[src/design/almd_pkg.sv]
package almd_pkg;

  // field and state widths
  localparam int SAMPLE_W   = 24;
  localparam int SQ_W       = 2 * SAMPLE_W;
  localparam int SUM_W      = 59;
  localparam int CNT_W      = 13;
  localparam int LEVEL_W    = 16;
  localparam int NCH_W      = 2;
  localparam int DECAY_W    = 16;

  // configuration port
  localparam int CFG_IDX_W  = 1;
  localparam int CFG_DATA_W = 16;

  typedef enum logic [CFG_IDX_W-1:0] {
    CFG_NUM_CHANNELS = 1'b0,
    CFG_DECAY_FACTOR = 1'b1
  } cfg_idx_e;

  localparam logic [NCH_W-1:0]   NCH_RESET   = 2'd2;
  localparam logic [NCH_W-1:0]   NCH_MONO    = 2'd1;
  localparam logic [DECAY_W-1:0] DECAY_RESET = 16'd53740;

  // saturation bounds
  localparam logic [SUM_W-1:0] SUM_MAX = '1;
  localparam logic [CNT_W-1:0] CNT_MAX = '1;

  // block queue
  localparam int FIFO_DEPTH = 4;
  localparam int FIFO_PTR_W = 2;
  localparam int FIFO_CNT_W = 3;

  // divider, log and level mapping
  localparam int DIV_W    = CNT_W + 1;
  localparam int EXP_W    = 6;
  localparam int FRAC_W   = 16;
  localparam int FCNT_W   = 4;
  localparam int MANT_W   = 32;
  localparam int YCNT_W   = 5;
  localparam int LOG_W    = EXP_W + FRAC_W;
  localparam int COEF_W   = 13;
  localparam int DBP_W    = LOG_W + COEF_W;
  localparam int DECP_W   = 2 * LEVEL_W;

  localparam logic [COEF_W-1:0] DB_COEF  = 13'd4110;
  localparam logic [LOG_W-1:0]  FULL_LOG = 22'(2 * (SAMPLE_W - 1) * 65536);
  localparam logic [EXP_W-1:0]  TOP_STEP = 6'(SUM_W - 1);

  // snapshot of one finished block
  typedef struct packed {
    logic [SUM_W-1:0] square_sum;
    logic [CNT_W-1:0] frame_count;
    logic             two_ch;
  } snap_t;

  // queue status seen by front and back
  typedef struct packed {
    logic                  not_empty;
    logic [FIFO_CNT_W-1:0] count;
  } fifo_stat_t;

endpackage

[src/design/almd_fifo.sv]
module almd_fifo (
  input  logic                 clk_i,
  input  logic                 rst_ni,
  input  logic                 push_i,
  input  almd_pkg::snap_t      push_data_i,
  input  logic                 pop_i,
  output almd_pkg::snap_t      head_o,
  output almd_pkg::fifo_stat_t stat_o
);

  almd_pkg::snap_t                      mem_q [almd_pkg::FIFO_DEPTH];
  logic [almd_pkg::FIFO_PTR_W-1:0]      wr_ptr_q;
  logic [almd_pkg::FIFO_PTR_W-1:0]      rd_ptr_q;
  logic [almd_pkg::FIFO_CNT_W-1:0]      cnt_q;

  // pointers and fill count
  always_ff @(posedge clk_i or negedge rst_ni) begin
    if (!rst_ni) begin
      wr_ptr_q <= '0;
      rd_ptr_q <= '0;
      cnt_q    <= '0;
    end else begin
      if (push_i) begin
        wr_ptr_q <= wr_ptr_q + 1'b1;
      end
      if (pop_i) begin
        rd_ptr_q <= rd_ptr_q + 1'b1;
      end
      if (push_i && !pop_i) begin
        cnt_q <= cnt_q + 1'b1;
      end else if (!push_i && pop_i) begin
        cnt_q <= cnt_q - 1'b1;
      end
    end
  end

  // entry storage
  always_ff @(posedge clk_i) begin
    if (push_i) begin
      mem_q[wr_ptr_q] <= push_data_i;
    end
  end

  assign head_o           = mem_q[rd_ptr_q];
  assign stat_o.not_empty = (cnt_q != '0);
  assign stat_o.count     = cnt_q;

  a_no_overflow: assert property (@(posedge clk_i) disable iff (!rst_ni)
    push_i && !pop_i |-> cnt_q < almd_pkg::FIFO_CNT_W'(almd_pkg::FIFO_DEPTH))
    else $error("block queue overflow");

  a_no_underflow: assert property (@(posedge clk_i) disable iff (!rst_ni)
    pop_i |-> cnt_q != '0)
    else $error("block queue underflow");

endmodule

[config.mk]
export PLATFORM = sky130hd
export DESIGN_NAME = almd_fifo
export DESIGN_NICKNAME = d
export VERILOG_FILES = /design/src/design/almd_pkg.sv /design/src/design/almd_fifo.sv
export SDC_FILE = /design/constraint.sdc
export NUM_CORES = 1
export LEC_CHECK = 0
export ABC_CLOCK_PERIOD_IN_PS = 2660
export BUFFER_PORTS_ARGS = -buffer_cell sky130_fd_sc_hd__buf_4
export CAP_MARGIN = 20
export CORE_ASPECT_RATIO = 0.9
export CORE_UTILIZATION = 51
export DETAILED_ROUTE_END_ITERATION = 7
export PLACE_DENSITY = 0.86
export SYNTH_ARGS = -nofsm -noshare
export SYNTH_HDL_FRONTEND = slang
export SYNTH_SLANG_ARGS = --single-unit
[constraint.sdc]
create_clock -name clk_i -period 2.66 [get_ports clk_i]
set_input_delay 0.532 -clock clk_i [delete_from_list [all_inputs] [get_ports clk_i]]
set_output_delay 0.532 -clock clk_i [all_outputs]
set_load 0.1 [all_outputs]
==> run metrics <==
critical-path maximum fanout 17; sequential share of the synthesized area 81.9%; Netlist cell types 18; Slew HR 67.2%; final setup fails 0; vias in the first global route 5,488; Via Count 4,930; die area 22,000 um2; XOR/XNOR Fraction of Synth Area 0.481%; Setup Skew 0.0127 ns; total CTS buffers 29; Setup TNS Final 0 ns; routability congestion estimate 0.731; final wirelength 19.4 mm; Tightest Pin Transition 0.492 ns; Die Y-Extent 141 um; GR Overflow Total 0; Clk Latency, worst-skew pair 0.54 ns; ant diodes 0; Synth Net Count 497; Final ANT Viol Nets 0; Mapped Avg Cell Area 26.4 um2; layout cell share with drive strength beyond 1 47.9%; r2r setup slk 0.86 ns; largest family of logic cells by synthesized area multiplexers; Synth Cell Area 10,900 um2; crit path capture type primary output; Max Cap Viol 0; core area 20,900 um2; Post-Synth Adder-Cell Area 0.756%; CTS tree done; Layout area overhead 26.0%; HP Class in2reg; synthesis-stage register bit count 299; Clock Pin Slew Worst Setup and Hold Paths 0.06 ns; Post-Synthesis Cells 414; Yosys top cell area share 80.3%; Fillers 1,384; clock sinks 299; Post-DP HPWL 12.0 mm; first-pass GRT wire length 29.8 mm; hold slack 0.189 ns; Synth area leaders edfxtp_1, mux4_2, dfrtp_1; H-tree depth 1; clk buf depth 3; Root Driver clkbuf_16; RSZ-0062 raised after global routing yes; period utilization 98.3%; Worst Path Required 2.13 ns; DRC errors left 0; Tot GR Track Use 18.2%; critical path class reg2out; I/O Pins 154; Core Rows 50; outcome finished clean; Port Buffer Count 153; CP arrival 2.08 ns; Final Hold Violating Endpoints 0; area leader, netlist edfxtp_1; Starting Density 52.3%; Synth Area in Compound Gates 0.0458%; initial antenna violation count 0; TritonRoute pass-1 iters 4; Fmax 382 MHz; Setup crit start kind flip-flop; DIE WIDTH 156 um; post-route cell area 13,800 um2; dpl cell area 12,500 um2; DR vias/cell 5.38; Nets 692; First DRT Iteration DRCs 313; Synth Area in Simple Gates 0.390%; mux contribution to synthesized area 15.2%; DR WL/cell 21.1 um; max-slew violation count 0; largest net degree at the start of global routing 42; fin crit period 2.62 ns; Yosys warning count 0
==> sequential cells by signal, indices dropped and copies added (netlist names) <==
register,flops
cnt_q,3
wr_ptr_q,2
mem_q,292
rd_ptr_q,2
==> kinds of logic after synthesis <==
family | after synthesis
compound gates | 1
xor+xnor | 6
fa+ha+maj | 6
buf+inv | 20
flops | 299
mux | 74
simple gates | 8
==> layer usage <==
| metal | share of wire, % | global-route usage (%) | routed length [um] |
|---|---|---|---|
| met3 | 6.7 | 4.61 | 1290 |
| met1 | 39 | 22.9 | 7540 |
| met2 | 52 | 31.2 | 10100 |
| met5 | 0 | 0 | 0 |
| met4 | 2.4 | 5.73 | 455 |
==> synth_stat cells <==
cell and n:
edfxtp_1 292, mux4_2 73, buf_2 7, dfrtp_1 7, buf_6 6, ha_1 5
and2_1 4, inv_1 4, xor2_1 4, buf_4 2, nand2_1 2, xnor2_1 2
clkbuf_1 1, fa_1 1, mux2_2 1, nor2_1 1, o21ai_0 1, or3_1 1
==> worst max-delay path: stages, from the launching register on <==
cell,delay (ns)
dfrtp_4,0.45
buf_12,0.15
buf_12,0.19
mux4_2,0.54
buf_6,0.21
==> metrics by stage <==
stage	std cells	setup slack, ns	util [%]
2_1_floorplan	414	0.337	-
3_3_place_gp	854	0.354	60.1
3_5_place_dp	854	0.323	60.1
4_1_cts	917	0.00105	65.7
5_1_grt	917	-0.0368	65.8
6_report	917	0.0445	65.8
==> repair_timing <==
item                                   4_1_cts  5_1_grt
buffers inserted                             9        0
endpoints found under the hold margin        7        0
setup endpoints to repair                   71       36
cloned                                       0        0
gates resized for setup                     28        9
hold buffers                                 1        0
==> cell type report <==
cell class / count / area [um2] / share of cell area (%)
Sequential cell: 299 / 8950 / 65.1
Multi-Input combinational cell: 95 / 1850 / 13.4
Timing Repair Buffer: 180 / 1620 / 11.8
Clock buffer: 42 / 845 / 6.14
Tap cell: 286 / 358 / 2.60
Clock inverter: 11 / 120 / 0.873
Inverter: 4 / 15.0 / 0.109
==> path summary, 6_finish.rpt <==
path | from | end | depth (start not counted)
worst max-delay path | rd_ptr_q[0] | head_o[28] | 4
worst min-delay path | push_data_i[13] | mem_q[2][13] | 1
worst max register to register | wr_ptr_q[0] | mem_q[0][22] | 4
worst min register to register | cnt_q[2] | cnt_q[2] | 1
max in group asynchronous | rst_ni | rd_ptr_q[0] | 2
min in group asynchronous | rst_ni | rd_ptr_q[1] | 2
==> cells in the final DEF, fill, tap and decap left out <==
master,n
dfrtp_4,2
nand2_1,2
nor2_1,1
clkbuf_1,6
buf_6,36
ha_1,5
fa_1,1
clkinv_1,4
xnor2_1,2
mux4_2,73
bufinv_16,2
inv_1,4
xor2_1,4
o21ai_0,1
clkbuf_8,7
inv_16,1
edfxtp_1,292
and2_4,4
dfrtp_1,5
dlygate4sd3_1,1
clkinvlp_4,2
or3_1,1
clkinv_2,2
buf_4,133
mux2_2,1
buf_16,1
clkbuf_16,29
buf_12,9
Power is not shown: default switching activity piles up to over one toggle a cycle in this logic, so the estimate is an artifact.
