`src/design/almd_pkg.sv`:
```
package almd_pkg;

  // field and state widths
  localparam int SAMPLE_W   = 24;
  localparam int SQ_W       = 2 * SAMPLE_W;
  localparam int SUM_W      = 59;
  localparam int CNT_W      = 13;
  localparam int LEVEL_W    = 16;
  localparam int NCH_W      = 2;
  localparam int DECAY_W    = 16;

  // configuration port
  localparam int CFG_IDX_W  = 1;
  localparam int CFG_DATA_W = 16;

  typedef enum logic [CFG_IDX_W-1:0] {
    CFG_NUM_CHANNELS = 1'b0,
    CFG_DECAY_FACTOR = 1'b1
  } cfg_idx_e;

  localparam logic [NCH_W-1:0]   NCH_RESET   = 2'd2;
  localparam logic [NCH_W-1:0]   NCH_MONO    = 2'd1;
  localparam logic [DECAY_W-1:0] DECAY_RESET = 16'd53740;

  // saturation bounds
  localparam logic [SUM_W-1:0] SUM_MAX = '1;
  localparam logic [CNT_W-1:0] CNT_MAX = '1;

  // block queue
  localparam int FIFO_DEPTH = 4;
  localparam int FIFO_PTR_W = 2;
  localparam int FIFO_CNT_W = 3;

  // divider, log and level mapping
  localparam int DIV_W    = CNT_W + 1;
  localparam int EXP_W    = 6;
  localparam int FRAC_W   = 16;
  localparam int FCNT_W   = 4;
  localparam int MANT_W   = 32;
  localparam int YCNT_W   = 5;
  localparam int LOG_W    = EXP_W + FRAC_W;
  localparam int COEF_W   = 13;
  localparam int DBP_W    = LOG_W + COEF_W;
  localparam int DECP_W   = 2 * LEVEL_W;

  localparam logic [COEF_W-1:0] DB_COEF  = 13'd4110;
  localparam logic [LOG_W-1:0]  FULL_LOG = 22'(2 * (SAMPLE_W - 1) * 65536);
  localparam logic [EXP_W-1:0]  TOP_STEP = 6'(SUM_W - 1);

  // snapshot of one finished block
  typedef struct packed {
    logic [SUM_W-1:0] square_sum;
    logic [CNT_W-1:0] frame_count;
    logic             two_ch;
  } snap_t;

  // queue status seen by front and back
  typedef struct packed {
    logic                  not_empty;
    logic [FIFO_CNT_W-1:0] count;
  } fifo_stat_t;

endpackage

```
`src/design/almd_in_if.sv`:
```
interface almd_in_if;
  logic                                valid;
  logic                                ready;
  logic signed [almd_pkg::SAMPLE_W-1:0] sample_left;
  logic signed [almd_pkg::SAMPLE_W-1:0] sample_right;
  logic                                last_in_block;

  modport source (output valid, sample_left, sample_right, last_in_block, input ready);
  modport sink   (input valid, sample_left, sample_right, last_in_block, output ready);
endinterface

```
`src/design/almd_front.sv`:
```
module almd_front (
  input  logic                 clk_i,
  input  logic                 rst_ni,
  almd_in_if.sink              in_i,
  input  logic                 two_ch_i,
  input  almd_pkg::fifo_stat_t fifo_stat_i,
  output logic                 push_o,
  output almd_pkg::snap_t      push_data_o
);

  // exact square of a signed sample
  function automatic logic [almd_pkg::SQ_W-1:0] sample_sq(
    input logic signed [almd_pkg::SAMPLE_W-1:0] s
  );
    logic [almd_pkg::SAMPLE_W-1:0] mag;
    mag = s[almd_pkg::SAMPLE_W-1] ? (~s + 1'b1) : s;
    return mag * mag;
  endfunction

  logic                          accept;
  logic                          a_valid_q;
  logic                          a_last_q;
  logic [almd_pkg::SQ_W-1:0]     sq_l_q;
  logic [almd_pkg::SQ_W-1:0]     sq_r_q;
  logic [almd_pkg::SUM_W-1:0]    sum_q;
  logic [almd_pkg::CNT_W-1:0]    cnt_q;
  logic [almd_pkg::SUM_W:0]      sum_wide;
  logic [almd_pkg::SUM_W-1:0]    sum_d;
  logic [almd_pkg::CNT_W-1:0]    cnt_d;
  logic [almd_pkg::FIFO_CNT_W-1:0] used;

  // reserve a queue slot for a block end still in the square stage
  assign used     = fifo_stat_i.count + almd_pkg::FIFO_CNT_W'(a_last_q);
  assign in_i.ready = used < almd_pkg::FIFO_CNT_W'(almd_pkg::FIFO_DEPTH);
  assign accept   = in_i.valid && in_i.ready;

  // square stage
  always_ff @(posedge clk_i or negedge rst_ni) begin
    if (!rst_ni) begin
      a_valid_q <= 1'b0;
      a_last_q  <= 1'b0;
    end else begin
      a_valid_q <= accept;
      a_last_q  <= accept && in_i.last_in_block;
    end
  end

  always_ff @(posedge clk_i) begin
    if (accept) begin
      sq_l_q <= sample_sq(in_i.sample_left);
      sq_r_q <= two_ch_i ? sample_sq(in_i.sample_right) : '0;
    end
  end

  // saturating accumulate and frame count
  always_comb begin
    sum_wide = {1'b0, sum_q} + (almd_pkg::SUM_W + 1)'(sq_l_q)
             + (almd_pkg::SUM_W + 1)'(sq_r_q);
    sum_d    = (sum_wide > {1'b0, almd_pkg::SUM_MAX}) ? almd_pkg::SUM_MAX
                                                      : sum_wide[almd_pkg::SUM_W-1:0];
    cnt_d    = (cnt_q == almd_pkg::CNT_MAX) ? cnt_q : cnt_q + 1'b1;
  end

  always_ff @(posedge clk_i or negedge rst_ni) begin
    if (!rst_ni) begin
      sum_q <= '0;
      cnt_q <= '0;
    end else if (a_valid_q) begin
      if (a_last_q) begin
        sum_q <= '0;
        cnt_q <= '0;
      end else begin
        sum_q <= sum_d;
        cnt_q <= cnt_d;
      end
    end
  end

  // hand the finished block to the back end
  assign push_o                  = a_valid_q && a_last_q;
  assign push_data_o.square_sum  = sum_d;
  assign push_data_o.frame_count = cnt_d;
  assign push_data_o.two_ch      = two_ch_i;

endmodule

```
`src/flat_wrapper.sv`:
```
// flat-port wrapper written by rule: the top's interface ports become plain ports
module almd_front_flat 
  (clk_i, rst_ni, two_ch_i, fifo_stat_i, push_o, push_data_o, in_i_valid, in_i_sample_left, in_i_sample_right, in_i_last_in_block, in_i_ready);
  almd_in_if in_i_i ();
  input  logic clk_i;
  input  logic rst_ni;
  input  logic two_ch_i;
  input  almd_pkg::fifo_stat_t fifo_stat_i;
  output logic push_o;
  output almd_pkg::snap_t push_data_o;
  input wire logic [$bits(in_i_i.valid)-1:0] in_i_valid;
  input wire logic [$bits(in_i_i.sample_left)-1:0] in_i_sample_left;
  input wire logic [$bits(in_i_i.sample_right)-1:0] in_i_sample_right;
  input wire logic [$bits(in_i_i.last_in_block)-1:0] in_i_last_in_block;
  output wire logic [$bits(in_i_i.ready)-1:0] in_i_ready;
  assign in_i_i.valid = in_i_valid;
  assign in_i_i.sample_left = in_i_sample_left;
  assign in_i_i.sample_right = in_i_sample_right;
  assign in_i_i.last_in_block = in_i_last_in_block;
  assign in_i_ready = in_i_i.ready;
  almd_front u_core (.clk_i(clk_i), .rst_ni(rst_ni), .in_i(in_i_i), .two_ch_i(two_ch_i), .fifo_stat_i(fifo_stat_i), .push_o(push_o), .push_data_o(push_data_o));
endmodule
```
`config.mk`:
```
export PLATFORM = sky130hd
export DESIGN_NAME = almd_front_flat
export DESIGN_NICKNAME = d
export VERILOG_FILES = /design/src/design/almd_pkg.sv /design/src/design/almd_in_if.sv /design/src/design/almd_front.sv /design/src/flat_wrapper.sv
export SDC_FILE = /design/constraint.sdc
export NUM_CORES = 2
export LEC_CHECK = 0
export BUFFER_PORTS_ARGS = -buffer_cell sky130_fd_sc_hd__buf_2
export CAP_MARGIN = 20
export CORE_MARGIN = 1.5
export CORE_UTILIZATION = 50
export CTS_BUF_LIST = sky130_fd_sc_hd__clkbuf_8
export DETAILED_ROUTE_END_ITERATION = 10
export GPL_TIMING_DRIVEN = 1
export PLACE_DENSITY = 0.69
export SLEW_MARGIN = 20
export SYNTH_ARGS = -nofsm -noshare
export SYNTH_HDL_FRONTEND = slang
export SYNTH_SLANG_ARGS = --single-unit
```
`constraint.sdc`:
```
create_clock -name clk_i -period 5.4 [get_ports clk_i]
set_clock_uncertainty 0.1 [all_clocks]
set_input_delay 1.08 -clock clk_i [delete_from_list [all_inputs] [get_ports clk_i]]
set_output_delay 1.08 -clock clk_i [all_outputs]
set_load 0.01 [all_outputs]
```
==> results by group <==
Routing
  • Antenna Nets Post-Route: 0
  • First-pass DRT Iterations: 6
  • Wire per inst: 17.8 µm
  • Via Count: 35600
  • Total Wirelength: 121 mm
  • DR iter-0 viols: 2287
  • DRC viols: 0
  • Vias per cell: 5.24

Timing
  • Setup TNS: -255.17 ns
  • Setup violators final: 104
  • Slew Viols, Final: 0
  • Unrepaired setup endpoints after global routing: yes
  • Hold Slack: 0.417 ns
  • Relative slew slack: 0.275
  • Tcrit/Tclk final: 1.77
  • Worst-margin pin slew: 1.09 ns
  • Final Hold Fails: 0
  • Final WS setup: -4.16 ns
  • Crit path time final: 9.56 ns
  • Max Fclk: 105 MHz

Clocking
  • Clock root buffer: clkbuf_8
  • CTS tree: done
  • CTS clk-pin slew, worst paths: 0.10 ns
  • Clock buffer depth: 2
  • Htree depth: 4
  • CTS buffer count: 17
  • Hold-fix buffers, CTS: 0
  • Clock sinks: 168
  • Clk_lat worst skew: 0.49 ns

Global route
  • Global-route wire length before repair: 193 mm
  • Antenna violations before repair: 3
  • Largest net degree at the start of global routing: 75
  • Gr usage total: 0.283
  • Overflow after GRT: 0
  • Vias in the first global route: 37900

Place
  • RePlAce Congestion: 0.963
  • Port Buffers: 130
  • Post-DP HPWL: 100 mm
  • Area after DPL: 52400 µm²
  • Placed cells: 6643

Worst setup path
  • Crit-path slowest cell: fa_1
  • Worst setup EP type: register
  • Worst EP arrival: 9.69 ns
  • Worst setup startpoint: in_i_sample_left[5]
  • Crit path top cell by count: fa_1
  • Reg-to-reg startpoint: u_core.sum_q[2]
  • Slowest stage delay, CP: 0.55 ns
  • Crit path required time: 5.53 ns
  • Type of the worst setup path: input port to register
  • Max FO, Critical Path: 6
  • R2R Setup Slk: 1.21 ns
  • Worst Setup EP: u_core.sq_l_q[45]
  • Crit start category: input port
  • Crit Reg-Reg Endpoint: u_core.sum_q[38]
  • Worst r2r path cells: 14

Yosys
  • Number of flops mapped to enable cells by yosys: 94
  • Post-Syn Instances: 4638
  • #FFs+latches synth: 168
  • Warnings, synthesis: 0
  • Netlist cell types: 89
  • Mean Syn Cell Area: 9.25 µm²
  • Ys flop type: edfxtp_1
  • Post-Syn Area: 42900 µm²
  • Async S/R FF share, synth: 0.440
  • Sequential area share after synthesis: 0.109

Worst hold path
  • Worst hold path class: register to register

Status
  • Status: finished, violations left
  • Failing checks: setup timing

Cells and area
  • Most common cell after layout, fill and taps aside: inv_1
  • Layout Nets: 6971
  • Share of cells above drive strength 1: 0.304
  • Area Growth Syn to Fin: 31.2%
  • Most frequent cells in the layout: inv_1 (1107), fa_1 (866), buf_4 (838)
  • Final non-filler cell total: 6789
  • Cell area after layout: 56300 µm²

Floorplanning
  • Io pins: 132
  • Num rows: 107
  • Core Footprint: 85100 µm²
  • Initial Util: 0.504
  • Die Ht: 296 µm
  • DIE AREA: 87600 µm²
  • Die Width: 296 µm

Flow run
  • Max_cap viols: 0
sequential cells by signal, indices dropped and copies added, names as in the netlist:
| signal | count |
|---|---|
| u_core.sum_q | 59 |
| u_core.a_last_q | 1 |
| u_core.cnt_q | 13 |
| u_core.a_valid_q | 1 |
| u_core.sq_l_q | 47 |
| u_core.sq_r_q | 47 |
metal layers:
layer  GRT usage  vias to the layer above  share of wire
met5           0                        -       0.000058
met4      0.0757                        2          0.029
met3      0.0496                      243          0.072
met2       0.474                     1130           0.49
met1       0.379                    18000           0.41
li1            -                    16200              -
what timing repair did:
action / in CTS / in global routing
endpoints found under the hold margin: 0 / 0
gates cloned: 2 / 1
setup endpoints to repair: 142 / 142
pin swaps: 203 / 209
resized for setup: 340 / 261
setup buffers: 67 / 66
cell families (layout without fill, tap and decap cells):
kind of cell,count (synthesis),in the layout,share of synthesized area
XOR/XNOR,186,186,0.0391
flip-flops,168,168,0.109
AND/OR/NAND/NOR,1059,1059,0.108
other,2,39,0.000175
AO/OA/AOI/OAI,585,585,0.0917
adder cells (fa/ha/maj),1285,1285,0.531
buffers and inverters,1340,2310,0.118
multiplexers,13,13,0.00318
worst max-delay path: cells and delay by family:
kind | cells | cell delay (ns)
AOI/OAI and AO/OA | 9 | 2.10
buffers and inverters | 8 | 0.81
adders and majority gates | 8 | 3.77
xor gates and xnor gates | 1 | 0.11
and+or+nand+nor | 7 | 1.82
cells in the mapped netlist (all sizes together) (38+ instances only):
cell type,n,area (µm²)
xor2,62,577
ha,389,4870
nor3,39,195
a21o,82,616
a21oi,154,771
fa,896,17900
inv,1193,4480
xnor2,124,1100
a22o,48,420
dfrtp,74,1850
clkbuf,124,465
nor2,368,1380
edfxtp,94,2820
nand2,439,1660
o21ai,104,524
nand3,38,190
how the worst min path moves through the flow:
stage / end / start / depth (start not counted) / slack (ns)
2_1_floorplan: u_core.cnt_q[10] / u_core.cnt_q[10] / 1 / 0.37
3_5_place_dp: u_core.cnt_q[10] / u_core.cnt_q[10] / 1 / 0.40
3_3_place_gp: u_core.cnt_q[10] / u_core.cnt_q[10] / 1 / 0.39
5_1_grt: u_core.cnt_q[10] / u_core.cnt_q[10] / 1 / 0.45
4_1_cts: u_core.cnt_q[10] / u_core.cnt_q[10] / 1 / 0.42
6_report: u_core.cnt_q[10] / u_core.cnt_q[10] / 1 / 0.42
cell type report:
type / instances / area (µm²)
multi-input combinational: 3164 / 36800
fill: 6670 / 28800
timing repair buffer: 1077 / 8450
sequential: 168 / 4670
inverter: 1200 / 4550
tap: 1144 / 1430
clock buffer: 17 / 234
clock inverter: 15 / 153
antenna: 3 / 7.51
timing repair inverter: 1 / 6.26
through the flow:
stage | setup WS (ns) | util
6_report | -4.16 | 0.661
5_1_grt | -4.37 | 0.661
4_1_cts | -3.97 | 0.644
3_5_place_dp | -4.84 | 0.616
3_3_place_gp | -4.63 | 0.616
2_1_floorplan | -4.32 | -
Power is not shown: default switching activity piles up to over one toggle a cycle in this logic, so the estimate is an artifact.
