`src/design/almd_pkg.sv`:
```
package almd_pkg;

  // field and state widths
  localparam int SAMPLE_W   = 24;
  localparam int SQ_W       = 2 * SAMPLE_W;
  localparam int SUM_W      = 59;
  localparam int CNT_W      = 13;
  localparam int LEVEL_W    = 16;
  localparam int NCH_W      = 2;
  localparam int DECAY_W    = 16;

  // configuration port
  localparam int CFG_IDX_W  = 1;
  localparam int CFG_DATA_W = 16;

  typedef enum logic [CFG_IDX_W-1:0] {
    CFG_NUM_CHANNELS = 1'b0,
    CFG_DECAY_FACTOR = 1'b1
  } cfg_idx_e;

  localparam logic [NCH_W-1:0]   NCH_RESET   = 2'd2;
  localparam logic [NCH_W-1:0]   NCH_MONO    = 2'd1;
  localparam logic [DECAY_W-1:0] DECAY_RESET = 16'd53740;

  // saturation bounds
  localparam logic [SUM_W-1:0] SUM_MAX = '1;
  localparam logic [CNT_W-1:0] CNT_MAX = '1;

  // block queue
  localparam int FIFO_DEPTH = 4;
  localparam int FIFO_PTR_W = 2;
  localparam int FIFO_CNT_W = 3;

  // divider, log and level mapping
  localparam int DIV_W    = CNT_W + 1;
  localparam int EXP_W    = 6;
  localparam int FRAC_W   = 16;
  localparam int FCNT_W   = 4;
  localparam int MANT_W   = 32;
  localparam int YCNT_W   = 5;
  localparam int LOG_W    = EXP_W + FRAC_W;
  localparam int COEF_W   = 13;
  localparam int DBP_W    = LOG_W + COEF_W;
  localparam int DECP_W   = 2 * LEVEL_W;

  localparam logic [COEF_W-1:0] DB_COEF  = 13'd4110;
  localparam logic [LOG_W-1:0]  FULL_LOG = 22'(2 * (SAMPLE_W - 1) * 65536);
  localparam logic [EXP_W-1:0]  TOP_STEP = 6'(SUM_W - 1);

  // snapshot of one finished block
  typedef struct packed {
    logic [SUM_W-1:0] square_sum;
    logic [CNT_W-1:0] frame_count;
    logic             two_ch;
  } snap_t;

  // queue status seen by front and back
  typedef struct packed {
    logic                  not_empty;
    logic [FIFO_CNT_W-1:0] count;
  } fifo_stat_t;

endpackage

```
`src/design/almd_out_if.sv`:
```
interface almd_out_if;
  logic                         valid;
  logic                         ready;
  logic [almd_pkg::LEVEL_W-1:0] level;

  modport source (output valid, level, input ready);
  modport sink   (input valid, level, output ready);
endinterface

```
`src/design/almd_back.sv`:
```
module almd_back (
  input  logic                             clk_i,
  input  logic                             rst_ni,
  input  almd_pkg::fifo_stat_t             fifo_stat_i,
  input  almd_pkg::snap_t                  head_i,
  output logic                             pop_o,
  input  logic [almd_pkg::DECAY_W-1:0]     decay_i,
  almd_out_if.source                       out_o
);

  typedef enum logic [5:0] {
    ST_IDLE = 6'b000001,
    ST_DIV  = 6'b000010,
    ST_NORM = 6'b000100,
    ST_LOG  = 6'b001000,
    ST_MUL  = 6'b010000,
    ST_FIN  = 6'b100000
  } back_state_e;

  back_state_e                        state_q;
  logic [almd_pkg::SUM_W-1:0]         dvd_q;
  logic [almd_pkg::DIV_W-1:0]         dvs_q;
  logic [almd_pkg::DIV_W-1:0]         rem_q;
  logic [almd_pkg::EXP_W-1:0]         step_q;
  logic [almd_pkg::EXP_W-1:0]         exp_q;
  logic                               found_q;
  logic                               lvl_zero_q;
  logic [almd_pkg::MANT_W-1:0]        y_q;
  logic [almd_pkg::YCNT_W-1:0]        ycnt_q;
  logic [almd_pkg::FRAC_W-1:0]        frac_q;
  logic [almd_pkg::FCNT_W-1:0]        fcnt_q;
  logic [almd_pkg::DBP_W-1:0]         db_prod_q;
  logic [almd_pkg::DECP_W-1:0]        dec_prod_q;
  logic                               sat_hi_q;
  logic [almd_pkg::LEVEL_W-1:0]       held_q;
  logic                               out_valid_q;
  logic [almd_pkg::LEVEL_W-1:0]       out_level_q;

  logic [almd_pkg::DIV_W:0]           rem_sh;
  logic [almd_pkg::DIV_W:0]           rem_sub;
  logic                               qbit;
  logic [almd_pkg::DIV_W-1:0]         rem_d;
  logic [almd_pkg::DIV_W-1:0]         dvs_d;
  logic [2*almd_pkg::MANT_W-1:0]      prod_sq;
  logic [almd_pkg::LOG_W-1:0]         lg;
  logic [almd_pkg::LOG_W-1:0]         diff;
  logic [almd_pkg::DBP_W:0]           d_wide;
  logic [almd_pkg::DBP_W-16:0]        d_val;
  logic [almd_pkg::LEVEL_W-1:0]       lvl;
  logic [almd_pkg::LEVEL_W-1:0]       decayed;
  logic [almd_pkg::LEVEL_W-1:0]       held_d;
  logic                               fin_fire;

  // restoring divider step, one quotient bit per cycle
  always_comb begin
    rem_sh  = {rem_q, dvd_q[almd_pkg::SUM_W-1]};
    rem_sub = rem_sh - {1'b0, dvs_q};
    qbit    = rem_sh >= {1'b0, dvs_q};
    rem_d   = qbit ? rem_sub[almd_pkg::DIV_W-1:0] : rem_sh[almd_pkg::DIV_W-1:0];
    dvs_d   = head_i.two_ch ? {head_i.frame_count, 1'b0} : {1'b0, head_i.frame_count};
  end

  // mantissa squaring for the log fraction bits
  assign prod_sq = y_q * y_q;

  // dB mapping and peak hold
  always_comb begin
    lg      = {exp_q, frac_q};
    diff    = almd_pkg::FULL_LOG - lg;
    d_wide  = {1'b0, db_prod_q} + (almd_pkg::DBP_W + 1)'(16'hFFFF);
    d_val   = d_wide[almd_pkg::DBP_W:16];
    if (lvl_zero_q) begin
      lvl = '0;
    end else if (sat_hi_q) begin
      lvl = '1;
    end else if (d_val >= (almd_pkg::DBP_W - 15)'(16'hFFFF)) begin
      lvl = '0;
    end else begin
      lvl = 16'hFFFF - d_val[almd_pkg::LEVEL_W-1:0];
    end
    decayed = dec_prod_q[almd_pkg::DECP_W-1:almd_pkg::LEVEL_W];
    held_d  = (lvl > decayed) ? lvl : decayed;
  end

  assign pop_o    = (state_q == ST_IDLE) && fifo_stat_i.not_empty;
  assign fin_fire = (state_q == ST_FIN) && (!out_valid_q || out_o.ready);

  // sequencer
  always_ff @(posedge clk_i or negedge rst_ni) begin
    if (!rst_ni) begin
      state_q <= ST_IDLE;
      held_q  <= '0;
      step_q  <= '0;
      ycnt_q  <= '0;
      fcnt_q  <= '0;
      found_q <= 1'b0;
    end else begin
      case (state_q)
        ST_IDLE: begin
          if (fifo_stat_i.not_empty) begin
            state_q <= (dvs_d == '0) ? ST_MUL : ST_DIV;
            step_q  <= almd_pkg::TOP_STEP;
            found_q <= 1'b0;
            ycnt_q  <= '0;
          end
        end
        ST_DIV: begin
          if (qbit && !found_q) begin
            found_q <= 1'b1;
          end else if (found_q && ycnt_q != '1) begin
            ycnt_q <= ycnt_q + 1'b1;
          end
          if (step_q == '0) begin
            state_q <= (found_q || qbit) ? ST_NORM : ST_MUL;
          end else begin
            step_q <= step_q - 1'b1;
          end
        end
        ST_NORM: begin
          if (ycnt_q == '1) begin
            state_q <= ST_LOG;
            fcnt_q  <= '1;
          end else begin
            ycnt_q <= ycnt_q + 1'b1;
          end
        end
        ST_LOG: begin
          if (fcnt_q == '0) begin
            state_q <= ST_MUL;
          end else begin
            fcnt_q <= fcnt_q - 1'b1;
          end
        end
        ST_MUL: begin
          state_q <= ST_FIN;
        end
        ST_FIN: begin
          if (fin_fire) begin
            held_q  <= held_d;
            state_q <= ST_IDLE;
          end
        end
        default: begin
          state_q <= ST_IDLE;
        end
      endcase
    end
  end

  // datapath registers
  always_ff @(posedge clk_i) begin
    case (state_q)
      ST_IDLE: begin
        dvd_q      <= head_i.square_sum;
        dvs_q      <= dvs_d;
        rem_q      <= '0;
        frac_q     <= '0;
        lvl_zero_q <= (dvs_d == '0);
      end
      ST_DIV: begin
        rem_q <= rem_d;
        dvd_q <= {dvd_q[almd_pkg::SUM_W-2:0], 1'b0};
        if (qbit && !found_q) begin
          exp_q <= step_q;
          y_q   <= almd_pkg::MANT_W'(1);
        end else if (found_q && ycnt_q != '1) begin
          y_q <= {y_q[almd_pkg::MANT_W-2:0], qbit};
        end
        if (step_q == '0 && !found_q && !qbit) begin
          lvl_zero_q <= 1'b1;
        end
      end
      ST_NORM: begin
        if (ycnt_q != '1) begin
          y_q <= {y_q[almd_pkg::MANT_W-2:0], 1'b0};
        end
      end
      ST_LOG: begin
        y_q <= prod_sq[2*almd_pkg::MANT_W-1]
             ? prod_sq[2*almd_pkg::MANT_W-1:almd_pkg::MANT_W]
             : prod_sq[2*almd_pkg::MANT_W-2:almd_pkg::MANT_W-1];
        frac_q[fcnt_q] <= prod_sq[2*almd_pkg::MANT_W-1];
      end
      ST_MUL: begin
        db_prod_q  <= almd_pkg::DBP_W'(diff) * almd_pkg::DBP_W'(almd_pkg::DB_COEF);
        dec_prod_q <= held_q * decay_i;
        sat_hi_q   <= lg >= almd_pkg::FULL_LOG;
      end
      default: begin
      end
    endcase
  end

  // output register
  always_ff @(posedge clk_i or negedge rst_ni) begin
    if (!rst_ni) begin
      out_valid_q <= 1'b0;
    end else if (fin_fire) begin
      out_valid_q <= 1'b1;
    end else if (out_o.ready) begin
      out_valid_q <= 1'b0;
    end
  end

  always_ff @(posedge clk_i) begin
    if (fin_fire) begin
      out_level_q <= held_d;
    end
  end

  assign out_o.valid = out_valid_q;
  assign out_o.level = out_level_q;

  a_block_nonempty: assert property (@(posedge clk_i) disable iff (!rst_ni)
    pop_o |-> head_i.frame_count != '0)
    else $error("block end with zero frames");

  a_norm_after_lead: assert property (@(posedge clk_i) disable iff (!rst_ni)
    state_q == ST_NORM |-> found_q)
    else $error("normalize without a leading quotient bit");

  a_mant_normalized: assert property (@(posedge clk_i) disable iff (!rst_ni)
    state_q == ST_LOG |-> y_q[almd_pkg::MANT_W-1])
    else $error("log mantissa not normalized");

endmodule

```
`src/flat_wrapper.sv`:
```
// flat-port wrapper written by rule: the top's interface ports become plain ports
module almd_back_flat 
  (clk_i, rst_ni, fifo_stat_i, head_i, pop_o, decay_i, out_o_valid, out_o_level, out_o_ready);
  almd_out_if out_o_i ();
  input  logic clk_i;
  input  logic rst_ni;
  input  almd_pkg::fifo_stat_t fifo_stat_i;
  input  almd_pkg::snap_t head_i;
  output logic pop_o;
  input  logic [almd_pkg::DECAY_W-1:0] decay_i;
  output wire logic [$bits(out_o_i.valid)-1:0] out_o_valid;
  output wire logic [$bits(out_o_i.level)-1:0] out_o_level;
  input wire logic [$bits(out_o_i.ready)-1:0] out_o_ready;
  assign out_o_valid = out_o_i.valid;
  assign out_o_level = out_o_i.level;
  assign out_o_i.ready = out_o_ready;
  almd_back u_core (.clk_i(clk_i), .rst_ni(rst_ni), .fifo_stat_i(fifo_stat_i), .head_i(head_i), .pop_o(pop_o), .decay_i(decay_i), .out_o(out_o_i));
endmodule
```
`config.mk`:
```
export PLATFORM = sky130hd
export DESIGN_NAME = almd_back_flat
export DESIGN_NICKNAME = d
export VERILOG_FILES = /design/src/design/almd_pkg.sv /design/src/design/almd_out_if.sv /design/src/design/almd_back.sv /design/src/flat_wrapper.sv
export SDC_FILE = /design/constraint.sdc
export NUM_CORES = 2
export LEC_CHECK = 0
export BUFFER_PORTS_ARGS = -buffer_cell sky130_fd_sc_hd__buf_2
export CELL_PAD_IN_SITES_DETAIL_PLACEMENT = 1
export CELL_PAD_IN_SITES_GLOBAL_PLACEMENT = 2
export CORE_ASPECT_RATIO = 0.5
export CORE_MARGIN = 10
export CORE_UTILIZATION = 35
export CTS_CLUSTER_DIAMETER = 40
export DETAILED_ROUTE_END_ITERATION = 6
export PLACE_DENSITY_LB_ADDON = 0.1
export SETUP_SLACK_MARGIN = 0.02
export SYNTH_ARGS = -nofsm -noshare
export SYNTH_HDL_FRONTEND = slang
export SYNTH_SLANG_ARGS = --single-unit
```
`constraint.sdc`:
```
create_clock -name clk_i -period 9.32 [get_ports clk_i]
set_input_delay 0 -clock clk_i [delete_from_list [all_inputs] [get_ports clk_i]]
set_output_delay 0 -clock clk_i [all_outputs]
set_load 0.005 [all_outputs]
```
==> impl_metrics.toml <==
[clock_network]
htree_num_levels = 2
cts-root-buf = "clkbuf_16"
ctsResizeCount = 0
cts_buffers = 47
path_clk_slew_ns = 0.06
clockBufferDepth = 3
clock-sinks = 248
worstSkewPairLatency_ns = 0.60
cts_tree = "yes"

[worst_setup_path]
cpLargestDelayFamily = "adder cells"
r2r_slack_ns = 0.43
end_kind = "flip-flop"
slowest_delay_ns = 0.93
cp_num_buf_inv = 5
cp_common_cell = "fa_1"
path_max_fanout = 12
r2r_end = "u_core.y_q[0]$_DFFE_PP_"
required_ns = 9.64
arrival_ns = 9.21
r2r-start = "u_core.y_q[18]$_DFFE_PP_"
crit_type = "flip-flop to flip-flop"
crit_slowest_cell = "edfxtp_1"
rr_worst_depth = 26
crit_cells = 26
critPathLaunchType = "flip-flop"

[timing]
tightest_slew_ns = 1.19
rsz0062_at_grt = "no"
hold_violations = 0
setup_tns_ns = 0
fmax_mhz = 112
fin_crit_sh_pct = 95.4
finalSetupViolCount = 0
maxSlewViolCount = 0
finClkSkew_ns = 0.0247
relSlewSlack_pct = 20.7
period_needed_ns = 8.89

[routing]
vias = 37600
dr.pass1.iters = 5
drcViolationCount = 0
ant_nets = 0
avgRoutedWirePerCell_um = 20.4
drt-initial-drc-count = 1683
routed_wl_um = 158000
viasPerCell = 4.86

[logic_synthesis]
yosys_warnings = 0
synth-seq-cells = 248
syn_nets = 7178
async_flop_share_pct = 15.7
syn_area_per_cell_um2 = 9.38
dominantRegCellSynth = "edfxtp_1"
synthCells = 5553
synth_area_um2 = 52100
ys_seq_area_share_pct = 13.9
synth-edff-count = 209
synth_cell_types = 85

[place]
io_buffers = 110
hpwl_um = 134000
gp_congestion = 0.827

[finish]
drive_above_1_share_pct = 6.80
syn_to_final_growth_pct = 11.3
nets = 7350

[global_route]
grt_first_pass_wirelength_um = 253000
grt_start_max_net_pins = 68
track_usage_pct = 19.4
grt_overflow_total = 0
grt_pass1_vias = 43700
antenna_found_initial = 3

[die]
die_area_um2 = 166000
start_util_pct = 35.5
ios = 114
die_h_um = 293
die_x_um = 566
row_count = 99
design.core.area_um2 = 147000

[job]
maxCapViolCount = 0

[run_status]
status = "complete, no violations"

[min_path]
hold_class = "input port to asynchronous set/reset pin"
## stage by stage
step / util [%] / cells / worst slack [ns] / instance area (µm²) / hold WS (ns)
floorplan: - / 5553 / 1.38 / 52100 / -0.296
global placement: 37.8 / 7556 / 0.421 / 55500 / 0.154
detailed placement: 37.8 / 7556 / 0.319 / 55500 / 0.158
CTS: 39.5 / 7730 / 0.290 / 57900 / 0.0310
global route: 39.5 / 7733 / 0.0745 / 58000 / 0.0473
finish: 39.5 / 7736 / 0.428 / 58000 / 0.0276
## cells in the mapped netlist (48+ instances only)
master	instances	area, µm²
inv_1	1380	5180
xor2_1	65	569
ha_1	510	6380
nor2_1	141	529
a21o_1	54	405
nand2_1	765	2870
edfxtp_1	209	6280
and2_1	318	1990
a21oi_1	169	846
xnor2_1	94	823
fa_1	1019	20400
o21ai_0	90	450
nand3_1	48	240
clkbuf_1	198	743
## sequential cells by signal (all words and copies together), names as in the netlist, 6 cells and up
register / cells
u_core.y_q: 32
u_core.db_prod_q: 34
u_core.exp_q: 6
u_core.state_q: 6
u_core.out_o.level: 16
u_core.rem_q: 14
u_core.step_q: 6
u_core.dvs_q: 14
u_core.dvd_q: 59
u_core.held_q: 16
u_core.dec_prod_q: 16
u_core.frac_q: 16
## metal layers
metal | routed length, µm | vias up | global-route usage (%)
met1 | 71200 | 19800 | 25.6
met5 | 0 | - | 0
met3 | 3910 | 142 | 1.86
met4 | 2530 | 0 | 3.29
met2 | 80100 | 415 | 34.9
li1 | - | 17300 | -
## kinds of logic after synthesis
family          Yosys count  synth area share, %
simple gates           1468                 13.2
buf+inv                1591                 11.5
xor+xnor                159                 2.67
mux                      38                0.783
flops                   248                 13.9
compound gates          520                 6.46
fa+ha+maj              1529                 51.4
## placed cells by master, fill, tap and decap left out, types with 65 or more instances in the layout
master	count
nor2_1	141
inv_1	1380
fa_1	1019
o21ai_0	90
edfxtp_1	209
a21oi_1	169
ha_1	510
buf_4	125
nand2_1	764
dlygate4sd3_1	87
xor2_1	65
and2_1	317
buf_2	110
xnor2_1	94
## worst min-delay path, cell delays in order
cell,delay (ns)
dlygate4sd3_1,0.52
buf_2,0.09
buf_4,0.50
## cell type report
type                    instances  area, µm²
diodes                          4       10.0
clock inverters                38        412
repair buffers                333       2580
multi-input cells            3714      38900
clock buffers                  49       1200
fillers                     16900      88800
inverters                    1381       5180
flip-flops and latches        248       7250
well taps                    1969       2460
## repair_timing
action                     CTS  global route
hold endpoints to repair   123             0
setup endpoints to repair    0             3
hold buffers                87             0
setup buffers                0             2
## worst max path at each step
| stage | startpoint | endpoint | slack (ns) |
|---|---|---|---|
| finish | u_core.y_q[18]$_DFFE_PP_ | u_core.y_q[0]$_DFFE_PP_ | 0.43 |
| global route | u_core.y_q[12]$_DFFE_PP_ | u_core.y_q[24]$_DFFE_PP_ | 0.07 |
| CTS | u_core.y_q[14]$_DFFE_PP_ | u_core.y_q[24]$_DFFE_PP_ | 0.29 |
| detailed placement | u_core.y_q[14]$_DFFE_PP_ | u_core.y_q[24]$_DFFE_PP_ | 0.32 |
| global placement | u_core.y_q[14]$_DFFE_PP_ | u_core.y_q[24]$_DFFE_PP_ | 0.42 |
| floorplan | u_core.y_q[2]$_DFFE_PP_ | u_core.y_q[21]$_DFFE_PP_ | 1.38 |
Power is not shown: default switching activity piles up to over one toggle a cycle in this logic, so the estimate is an artifact.
